<file path="src/rtl/swrl_pkg.sv">
// ----------------------------------------------------------------------------
// swrl_pkg
// Shared types and codes for the sliding window rate limiter.
// ----------------------------------------------------------------------------
package swrl_pkg;

  localparam int TIME_W    = 48;
  localparam int MAXW_W    = 7;
  localparam int MININT_W  = 16;
  localparam int REASON_W  = 2;
  localparam int COUNT_W   = 7;
  localparam int APB_DW    = 32;
  localparam int APB_AW    = 3;

  localparam logic [MAXW_W-1:0] MAXW_RESET = 7'd10;

  typedef enum logic [REASON_W-1:0] {
    RSN_NONE     = 2'd0,
    RSN_INTERVAL = 2'd1,
    RSN_BUDGET   = 2'd2
  } reason_t;

  typedef enum logic {
    OP_ADMIT = 1'b0,
    OP_CLEAR = 1'b1
  } op_t;

  typedef enum logic {
    REG_MAX_PER_WINDOW  = 1'b0,
    REG_MIN_INTERVAL_MS = 1'b1
  } reg_idx_t;

endpackage

</file>
<file path="src/rtl/sliding_window_rate_limiter.sv">
// ----------------------------------------------------------------------------
// sliding_window_rate_limiter
// Admits or refuses timestamped requests against a per-window budget and a
// minimum spacing, keeping recent admission times in a circular log.
// ----------------------------------------------------------------------------
//  channel | ports                                   | beat taken when
//  --------+-----------------------------------------+-----------------------
//  in      | in_operation, in_now_ms, in_exempt      | in_valid & !in_stall
//  out     | out_admitted, out_reason, out_count_... | out_valid & !out_stall
//  cfg     | psel/penable/pwrite/paddr/pwdata/prdata | psel & penable & pwrite
//
//  A clear or exempt request goes from ST_IDLE to ST_RESP; an ordinary one runs
//  ST_FETCH and ST_CMP for each expired time dropped and for the first kept,
//  then ST_CHECK, or ST_FETCH to ST_CHECK when the log is empty after pruning;
//  the single time subtractor and registered log read need both steps per entry.
//  in_stall is high while a request is in flight. A result waits in the
//  output register while out_stall is high; a request finishing then holds.
//  Reset (synchronous, rst_n low) empties the log; no clearing pass is needed.
// ----------------------------------------------------------------------------
module sliding_window_rate_limiter #(
  parameter int FIFO_DEPTH = 64,
  parameter int WINDOW_MS  = 60000
) (
  input  logic                            clk,
  input  logic                            rst_n,
  // request channel
  input  logic                            in_valid,
  output logic                            in_stall,
  input  logic                            in_operation,
  input  logic [swrl_pkg::TIME_W-1:0]     in_now_ms,
  input  logic                            in_exempt,
  // result channel
  output logic                            out_valid,
  input  logic                            out_stall,
  output logic                            out_admitted,
  output logic [swrl_pkg::REASON_W-1:0]   out_reason,
  output logic [swrl_pkg::COUNT_W-1:0]    out_count_in_window,
  // register port
  input  logic                            psel,
  input  logic                            penable,
  input  logic                            pwrite,
  input  logic [swrl_pkg::APB_AW-1:0]     paddr,
  input  logic [swrl_pkg::APB_DW-1:0]     pwdata,
  output logic [swrl_pkg::APB_DW-1:0]     prdata,
  output logic                            pready
);
  import swrl_pkg::*;

  localparam int AW = (FIFO_DEPTH > 1) ? $clog2(FIFO_DEPTH) : 1;
  localparam int CW = $clog2(FIFO_DEPTH + 1);
  localparam int BW = ((CW > MAXW_W) ? CW : MAXW_W) + 1;
  localparam logic [AW-1:0]     LAST_IDX = AW'(FIFO_DEPTH - 1);
  localparam logic [BW-1:0]     DEPTH_B  = BW'(FIFO_DEPTH);
  localparam logic [TIME_W-1:0] WIN      = TIME_W'(WINDOW_MS);

  typedef enum logic [2:0] {
    ST_IDLE,
    ST_RESP,
    ST_FETCH,
    ST_CMP,
    ST_CHECK
  } state_t;

  state_t              state_r;
  logic [AW-1:0]       head_r;
  logic [AW-1:0]       tail_r;
  logic [CW-1:0]       count_r;
  logic [TIME_W-1:0]   last_time_r;
  logic                last_valid_r;
  logic [MAXW_W-1:0]   max_per_window_r;
  logic [MININT_W-1:0] min_interval_ms_r;
  logic [TIME_W-1:0]   now_r;
  logic                clear_r;

  logic                out_valid_r;
  logic                out_admitted_r;
  reason_t             out_reason_r;
  logic [COUNT_W-1:0]  out_count_r;

  // admission log
  logic [TIME_W-1:0]   log_mem [FIFO_DEPTH];
  logic [TIME_W-1:0]   rd_data_r;
  logic                log_wr;

  // shared subtractor
  logic [TIME_W-1:0]   sub_b;
  logic [TIME_W:0]     diff;
  logic                is_old;
  logic                too_soon;
  logic [BW-1:0]       max_b;
  logic [BW-1:0]       budget;
  logic                full;
  logic                out_free;
  logic                cfg_wr;
  logic                in_take;

  assign sub_b  = (state_r == ST_CMP) ? rd_data_r : last_time_r;
  assign diff   = {1'b0, now_r} - {1'b0, sub_b};
  assign is_old = !diff[TIME_W] && (diff[TIME_W-1:0] >= WIN);
  assign too_soon = last_valid_r &&
                    (diff[TIME_W] ||
                     (diff[TIME_W-1:0] < TIME_W'(min_interval_ms_r)));

  assign max_b  = BW'(max_per_window_r);
  assign budget = (max_b == '0) ? BW'(1) : ((max_b > DEPTH_B) ? DEPTH_B : max_b);
  assign full   = BW'(count_r) >= budget;

  assign out_free = !out_valid_r || !out_stall;
  assign cfg_wr   = psel && penable && pwrite;
  assign in_take  = in_valid && (state_r == ST_IDLE);
  assign log_wr   = (state_r == ST_CHECK) && out_free && !too_soon && !full;

  always_ff @(posedge clk) begin
    if (log_wr) begin
      log_mem[tail_r] <= now_r;
    end
    if (state_r == ST_FETCH) begin
      rd_data_r <= log_mem[head_r];
    end
  end

  always_ff @(posedge clk) begin
    if (!rst_n) begin
      state_r           <= ST_IDLE;
      head_r            <= '0;
      tail_r            <= '0;
      count_r           <= '0;
      last_time_r       <= '0;
      last_valid_r      <= 1'b0;
      max_per_window_r  <= MAXW_RESET;
      min_interval_ms_r <= '0;
      clear_r           <= 1'b0;
      out_valid_r       <= 1'b0;
    end else begin
      if (out_valid_r && !out_stall) begin
        out_valid_r <= 1'b0;
      end

      if (cfg_wr) begin
        if (reg_idx_t'(paddr[2]) == REG_MAX_PER_WINDOW) begin
          max_per_window_r <= pwdata[MAXW_W-1:0];
        end else begin
          min_interval_ms_r <= pwdata[MININT_W-1:0];
        end
        head_r       <= '0;
        tail_r       <= '0;
        count_r      <= '0;
        last_time_r  <= '0;
        last_valid_r <= 1'b0;
      end

      case (state_r)
        ST_IDLE: begin
          if (in_take) begin
            now_r   <= in_now_ms;
            clear_r <= (op_t'(in_operation) == OP_CLEAR);
            if (op_t'(in_operation) == OP_CLEAR) begin
              head_r       <= '0;
              tail_r       <= '0;
              count_r      <= '0;
              last_time_r  <= '0;
              last_valid_r <= 1'b0;
              state_r      <= ST_RESP;
            end else if (in_exempt) begin
              state_r <= ST_RESP;
            end else begin
              state_r <= ST_FETCH;
            end
          end
        end
        ST_RESP: begin
          if (out_free) begin
            out_valid_r    <= 1'b1;
            out_admitted_r <= 1'b1;
            out_reason_r   <= RSN_NONE;
            out_count_r    <= clear_r ? '0 : COUNT_W'(count_r);
            state_r        <= ST_IDLE;
          end
        end
        ST_FETCH: begin
          state_r <= (count_r == '0) ? ST_CHECK : ST_CMP;
        end
        ST_CMP: begin
          if (is_old) begin
            head_r  <= (head_r == LAST_IDX) ? '0 : head_r + 1'b1;
            count_r <= count_r - 1'b1;
            state_r <= ST_FETCH;
          end else begin
            state_r <= ST_CHECK;
          end
        end
        ST_CHECK: begin
          if (out_free) begin
            out_valid_r <= 1'b1;
            if (too_soon) begin
              out_admitted_r <= 1'b0;
              out_reason_r   <= RSN_INTERVAL;
              out_count_r    <= COUNT_W'(count_r);
            end else if (full) begin
              out_admitted_r <= 1'b0;
              out_reason_r   <= RSN_BUDGET;
              out_count_r    <= COUNT_W'(count_r);
            end else begin
              out_admitted_r <= 1'b1;
              out_reason_r   <= RSN_NONE;
              out_count_r    <= COUNT_W'(count_r + 1'b1);
              tail_r         <= (tail_r == LAST_IDX) ? '0 : tail_r + 1'b1;
              count_r        <= count_r + 1'b1;
              last_time_r    <= now_r;
              last_valid_r   <= 1'b1;
            end
            state_r <= ST_IDLE;
          end
        end
        default: begin
          state_r <= ST_IDLE;
        end
      endcase
    end
  end

  always_comb begin
    if (reg_idx_t'(paddr[2]) == REG_MAX_PER_WINDOW) begin
      prdata = APB_DW'(max_per_window_r);
    end else begin
      prdata = APB_DW'(min_interval_ms_r);
    end
  end

  assign pready              = 1'b1;
  assign in_stall            = (state_r != ST_IDLE);
  assign out_valid           = out_valid_r;
  assign out_admitted        = out_admitted_r;
  assign out_reason          = out_reason_r;
  assign out_count_in_window = out_count_r;

endmodule
</file>
<file path="config.mk">
export PLATFORM = sky130hd
export DESIGN_NAME = sliding_window_rate_limiter
export DESIGN_NICKNAME = d
export VERILOG_FILES = /design/src/rtl/swrl_pkg.sv /design/src/rtl/sliding_window_rate_limiter.sv
export SDC_FILE = /design/constraint.sdc
export NUM_CORES = 2
export LEC_CHECK = 0
export BUFFER_PORTS_ARGS = -buffer_cell sky130_fd_sc_hd__buf_2
export CORE_ASPECT_RATIO = 1.4
export CORE_MARGIN = 5
export CORE_UTILIZATION = 33
export CTS_BUF_LIST = sky130_fd_sc_hd__clkbuf_8
export DETAILED_ROUTE_END_ITERATION = 10
export SETUP_SLACK_MARGIN = 0.5
export SYNTH_ARGS = -nofsm -noshare
export SYNTH_HDL_FRONTEND = slang
export SYNTH_SLANG_ARGS = --single-unit
</file>
<file path="constraint.sdc">
create_clock -name clk -period 11.75 [get_ports clk]
set_input_delay 0.5875 -clock clk [delete_from_list [all_inputs] [get_ports clk]]
set_output_delay 0.5875 -clock clk [all_outputs]
set_load 0.005 [all_outputs]
</file>
Word level (Yosys, flattened, before mapping)
Memory sizes are Yosys's and may differ from the RTL's. A register that Yosys moved wholly into a read port is not among the register bits.
Cells that the tools add are included.
{"block": "op_classes", "eq_ne": 10, "add_sub_neg": 5, "mux": 68, "n_lt_le_gt_ge": 4, "reduce_logical": 28, "n_bitwise": 1}
{"operator": "$mux 48", "count": 7}
{"operator": "$mux 7", "count": 14}
{"operator": "$pmux 48 s2", "count": 1}
{"operator": "$mux 6", "count": 12}
{"operator": "$sub 48x48->49", "count": 1}
{"operator": "$ge 48x16->1 const B", "count": 1}
{"operator": "$lt 48x16->1", "count": 1}
{"operator": "$pmux 6 s2", "count": 2}
{"operator": "$pmux 7 s3", "count": 1}
{"operator": "$mux 16", "count": 1}
{"operator": "$mux 1", "count": 15}
{"operator": "$pmux 7 s2", "count": 1}
{"operator": "$add 6x1->6 const B", "count": 2}
{"operator": "$eq 6x6->1 const B", "count": 2}
{"operator": "$mux 2", "count": 6}
{"operator": "$mux 3", "count": 4}
{"operator": "$pmux 3 s4", "count": 1}
{"operator": "$logic_and 1x1->1", "count": 9}
{"operator": "$logic_not 8->1", "count": 1}
{"operator": "$reduce_and 2->1", "count": 4}
{"operator": "$add 7x1->7 const B", "count": 1}
{"operator": "$ge 7x7->1", "count": 1}
{"operator": "$gt 7x7->1 const B", "count": 1}
{"operator": "$logic_not 7->1", "count": 1}
{"operator": "17 further kinds", "count": 26}
{"block": "word_totals", "ram_bits": 3072, "reg_bits": 154, "inputBits": 92, "out_inout_bits": 45, "memories": 1, "elab_cells": 131}
{"memory": "log_mem", "words": 64, "word_bits": 48, "read_ports": 1, "rd_ports_with_merged_regs": 1, "write_ports": 1, "line_no": "sliding_window_rate_limiter.sv:81", "rtl": "logic [TIME_W-1:0] log_mem [FIFO_DEPTH];"}

Depth between registers and ports, before layout
{"block": "logic_depth", "word_depth": 11, "ltp_mapped": 27, "mapped_depth_nobuf": 22}

Worst setup path before layout
Ideal clock, no wire load.
{"block": "synth_path", "path_kind": "register -> register", "from": "register state_r[2]", "to": "memory log_mem[47][0], enable pin", "arrival_ps": 8013, "setup_ps": 513, "required_time_ps": 11237, "n_path_buf": 4, "synth_period_minus_slack_ps": 8526, "path_slack_ps": 3224, "path_stages_with_launch": 22, "path_cell_list": "dfxtp_1 clkbuf_1 nand3b_1 clkbuf_1 clkbuf_1 mux2_2 ha_1 inv_1 fa_1 a211oi_1 o21ai_1 a31oi_1 o211a_1 and3_1 or4_1 o2111ai_1 or4b_2 nor4_4 nor2_1 nand2_2 buf_1 nor3_1"}
{"block": "synth_via", "elab_chain_len": 11, "word_cells_on_any_way": 13, "cone_classes": "add/sub: 1; order compare: 1; eq/ne: 2; mux: 3; reduce/logical: 6"}
{"item": "start, declared", "line_no": "sliding_window_rate_limiter.sv:64", "rtl": "state_t state_r;"}
{"item": "start signal, assigned", "line_no": "sliding_window_rate_limiter.sv:181", "rtl": "state_r <= (count_r == '0) ? ST_CHECK : ST_CMP;"}
{"item": "$eq 3x2->1", "line_no": "sliding_window_rate_limiter.sv:97", "rtl": "assign sub_b = (state_r == ST_CMP) ? rd_data_r : last_time_r;"}
{"item": "$mux 48", "line_no": "sliding_window_rate_limiter.sv:97"}
{"item": "$sub 48x48->49", "line_no": "sliding_window_rate_limiter.sv:98", "rtl": "assign diff = {1'b0, now_r} - {1'b0, sub_b};"}
{"item": "$lt 48x16->1", "line_no": "sliding_window_rate_limiter.sv:102", "rtl": "(diff[TIME_W-1:0] < TIME_W'(min_interval_ms_r)));"}
{"item": "$logic_or 1x1->1", "line_no": "sliding_window_rate_limiter.sv:101", "rtl": "(diff[TIME_W] ||"}
{"item": "$logic_and 1x1->1", "line_no": "sliding_window_rate_limiter.sv:100", "rtl": "assign too_soon = last_valid_r &&"}
{"item": "$logic_not 1->1", "line_no": "sliding_window_rate_limiter.sv:111", "rtl": "assign log_wr = (state_r == ST_CHECK) && out_free && !too_soon && !full;"}
{"item": "$logic_and 1x1->1 * (2 in a row)", "line_no": "sliding_window_rate_limiter.sv:111"}
{"item": "$mux 1 *", "line_no": "sliding_window_rate_limiter.sv:114", "rtl": "if (log_wr) begin"}
{"item": "$mux 1 (not written as such) *", "line_no": "sliding_window_rate_limiter.sv:115", "rtl": "log_mem[tail_r] <= now_r;"}
{"item": "end, declared", "line_no": "sliding_window_rate_limiter.sv:81"}
Mark *: on every way between the ends. The rest lies on a longest branch, timed or not.

Final worst setup path
{"block": "layout_path", "from": "register state_r[2]", "to": "memory log_mem[37][7], enable pin"}
Same word-level chain as after synthesis.

==> results.md <==
Clock tree:
- The number of instances resized during post-cts repair is 0.
- The CTS tree is done.
- The clock input transition at the sequential cells of the worst setup and hold paths is ~0.070 ns.
- The maximum level of the CTS H-tree is 5.
- The cell at the root of the clock tree is clkbuf_8.
- The latest clock arrival within the worst-skew pair is between 1 and 1.5 ns.
- Buffers added to address setup during post-CTS repair amount to 0.
- The largest buffer count on any clock path is 4.
- The CTS sink count is 3274.
- Clock tree synthesis inserted a total of approximately 470 buffers.

Power:
- Power spread over the standard cell area amounts to 150 nW/um^2.
- The post-route total power is 21800 uW.
- VDD sags by at most 88.5 uV.
- The standby leakage power is ~0.044 uW.

Critical path:
- The delay of the slowest cell on the worst path is 1.12 ns.
- In this run the critical register-to-register path is captured at log_mem[37][7].
- The kind of end point of the critical path is a register.
- Counting stages on the worst path, the most repeated cell is buf_4.
- The largest driver fanout on the critical path is 33.
- The critical path in this run is classified as register to register.
- In this run the critical register-to-register path is launched from state_r[2].
- The data arrival at the endpoint of the critical path is 9.84 ns.
- The sort of element at the start of the critical path is a register.
- The internal reg-to-reg setup slack is roughly 2.5 ns.
- The critical path required time is 12.37 ns.
- The largest individual stage delay along the critical path comes from the cell nor2_4.
- Measured in cells, the most critical reg-to-reg path has a length of 19.
- Traced cell by cell, the critical path runs through nand3b_1 > buf_4 > mux2_2 > ha_1 > inv_1 > fa_1 > a211oi_1 > o21ai_1 > a31oi_1 > o211a_1 > and3_1 > or4_1 > o2111ai_1 > or4b_2 > nor4_4 > nor3_2 > nand4b_1 > nor2_4 > buf_4.

STA:
- The share of the clock period used by the worst path after layout is 78.5%.
- The final setup violation count is 0.
- Summed over all failing endpoints, the final setup total negative slack is 0 ns.
- At the pin with the least slew margin, the transition time is between 1 and 1.5 ns.
- The final max-slew violation count is 0.
- Based on the critical path, the design can be clocked at up to ~0.11 GHz.
- The number of hold violations in the final report is 0.
- Setup repair after global routing left no endpoint under its margin.
- The final critical-path required period is ~9.2 ns.
- The clock arrives with around 0.13 ns of skew.
- The relative slew slack is 10.8%.

Final layout:
- Cells fill 37.6% of the core in the end.
- The number of nets in the layout is 6376.
- The area added between synthesis and finish is 13.4%.
- The finished layout holds around 12000 standard cells, fillers aside.
- The fraction of final layout cells sized beyond drive strength 1 is 30.1%.

Logic synthesis:
- The cell area that synthesis handed to floorplanning was 128000 um^2.
- The number of distinct standard cells referenced by the synthesized netlist is roughly 80.
- The synthesized netlist devotes 0.738% of its cell area to adder and majority cells.
- The count of flip-flops with a built-in enable after synthesis is about 3200.
- Dividing the synthesized area by the synthesized cell count gives 22.6 um^2.
- By area, the combinational part of the netlist is dominated by multiplexers.
- The most used flip-flop cell after synthesis is edfxtp_1.
- Summing the areas of all xor and xnor instances in the mapped netlist gives 0.178% of the synthesized area.
- During synthesis, Yosys emitted a total of 0 warnings.
- The fraction of registers with async set or reset after synthesis is 0%.
- The fraction of the mapped netlist area in compound gates is 2.05%.
- Synthesis inferred roughly 3300 register bits.
- The post-synthesis mux area share is 18.2%.
- After technology mapping, the gate count stands at 5668.
- The post-synthesis simple-gate area fraction is 1.73%.
- Sequential cells were found to cover 76.0% of the synthesized design area.

GRT:
- The initial antenna violation count is 29.
- Entering global routing, the biggest net connects 147 pins.
- Global routing used 17.3% of the available tracks.
- After global routing the overflow that remains totals 0.
- The first-pass GRT wire length is 497 mm.
- The via count of the first global-routing pass is 65193.

Floorplanning:
- The floorplan step defined a die boundary enclosing 401000 um^2.
- The height of the chip is around 750 um.
- For this configuration, the core starts out at a cell density of 33.2%.
- 137 I/O pins were placed.
- The standard-cell row count is 270.
- The die is 537 um wide.
- The placeable core area is 386000 um^2.

Worst hold path:
- The destination of the worst hold path is max_per_window_r[2].
- The startpoint of the lowest-slack hold path is paddr[2].
- The worst hold path passes through 4 cells.
- In this run the worst hold path is classified as primary input to register.

Placement:
- During placement, the flow inserted port buffers numbering 101.
- The placer congestion estimate is approximately 0.84.
- The HPWL after detailed placement is 201 mm.
- Including well taps, the total number of placed cells is 10831.

Status:
- The run finished with clean final reports.

Detailed routing:
- After detailed routing, the total wire length is between 300 and 400 mm.
- The detail-routed via count per cell is 5.36.
- Before antenna repair, the detailed router went through 6 iterations.
- The number of DRC violations after detailed routing is 0.
- Once detail routing completed, the nets flagged for antenna violations numbered 0.
- The first routing iteration left 7184 violations.
- The routed wirelength normalized by instance count is 30.0 um.
- The total via count after detailed routing is 63170.

Flow run:
- The max capacitance violation total is 0.
==> layer usage <==
layer	GRT usage [%]	share of wire, %
met1	22.6	39
met2	29.3	50
met3	2.89	7.4
met4	5.79	3.5
met5	0	0.022
==> Yosys cell counts, types with 24 or more instances <==
| master | number | area share (%) |
|---|---|---|
| inv_1 | 41 | 0.12 |
| o21ai_0 | 64 | 0.25 |
| edfxtp_1 | 3178 | 74 |
| clkbuf_1 | 220 | 0.64 |
| dfxtp_1 | 96 | 1.5 |
| nand4_1 | 24 | 0.12 |
| a21oi_1 | 117 | 0.46 |
| nand3_1 | 27 | 0.11 |
| nand2_1 | 158 | 0.46 |
| buf_1 | 64 | 0.19 |
| mux2i_1 | 52 | 0.41 |
| mux4_2 | 1008 | 18 |
| nor3_1 | 35 | 0.14 |
| a22o_1 | 52 | 0.36 |
| ha_1 | 74 | 0.72 |
| nor2_1 | 134 | 0.39 |
==> registers in the layout (all words and copies together) (netlist names), 7 cells and up <==
register,cells
max_per_window_r,7
out_count_in_window,7
log_mem,3072
rd_data_r,48
count_r,7
min_interval_ms_r,16
last_time_r,48
now_r,48
==> metrics by stage <==
step / worst slack (ns) / hold slack, ns / area, um^2
after CTS: 2.55 / 0.0770 / 145000
after global routing: 2.31 / 0.176 / 145000
after floorplan: 3.22 / 0.437 / 128000
final: 2.53 / 0.175 / 145000
after detailed placement: 2.69 / 0.453 / 136000
after global placement: 2.71 / 0.452 / 136000
==> timing repair <==
item                                   in CTS  in global routing
setup endpoints to repair                   0                  0
endpoints found under the hold margin      88                  0
hold buffers                               73                  0
==> worst max-delay path by stage <==
stage          startpoint               to  slack [ns]  cells past startpoint
2_1_floorplan  state_r[2]   log_mem[47][0]        3.22                     21
3_3_place_gp   state_r[2]  log_mem[45][42]        2.71                     21
3_5_place_dp   state_r[2]  log_mem[37][47]        2.69                     19
4_1_cts        state_r[2]   log_mem[37][7]        2.55                     19
5_1_grt        state_r[2]   log_mem[37][7]        2.31                     21
6_report       state_r[2]   log_mem[37][7]        2.53                     19
==> cell type report <==
| cell class | instances | area (um^2) |
|---|---|---|
| clock inverter | 373 | 1950 |
| inverter | 42 | 165 |
| tap | 5168 | 6470 |
| sequential | 3274 | 97400 |
| antenna | 18 | 45.0 |
| timing repair buffer | 367 | 2810 |
| fill | 34819 | 241000 |
| clock buffer | 486 | 6690 |
| multi-input combinational | 2053 | 29900 |
==> power by group <==
| group | switching (uW) | total, uW | leakage [uW] | internal [uW] |
|---|---|---|---|---|
| registers | 31.5 | 12800 | 0.0294 | 12800 |
| logic | 359 | 492 | 0.00985 | 133 |
| clock network | 4360 | 8470 | 0.00496 | 4110 |
| total | 4750 | 21800 | 0.0442 | 17000 |
==> critical path: cells and delay by family, from the launching register on <==
family	cells	cell delay, ns
mux	1	0.41
fa+ha+maj	2	0.45
flops	1	0.51
compound gates	5	1.49
simple gates	8	4.34
buf+inv	3	1.34
==> placed cells by master (no fill, tap or decap), drive strengths merged, types with 24 or more instances in the layout <==
master	count
ha	74
nand4	24
nand3	27
dfxtp	96
o21ai	68
clkinv	198
buf	294
a22o	52
nor2	134
a21oi	118
nor3	35
edfxtp	3178
mux4	1008
nand2	159
mux2i	52
clkbuf	486
dlygate4sd3	73
inv	196
==> kinds of logic (layout without fill, tap and decap cells) <==
kind of cell	after synthesis	count (layout)
flops	3274	3274
other cells	2	35
buf+inv	356	1268
mux	1069	1069
xor+xnor	26	26
compound gates	391	391
fa+ha+maj	75	75
simple gates	475	475
Power figures use the tool's default switching activity.
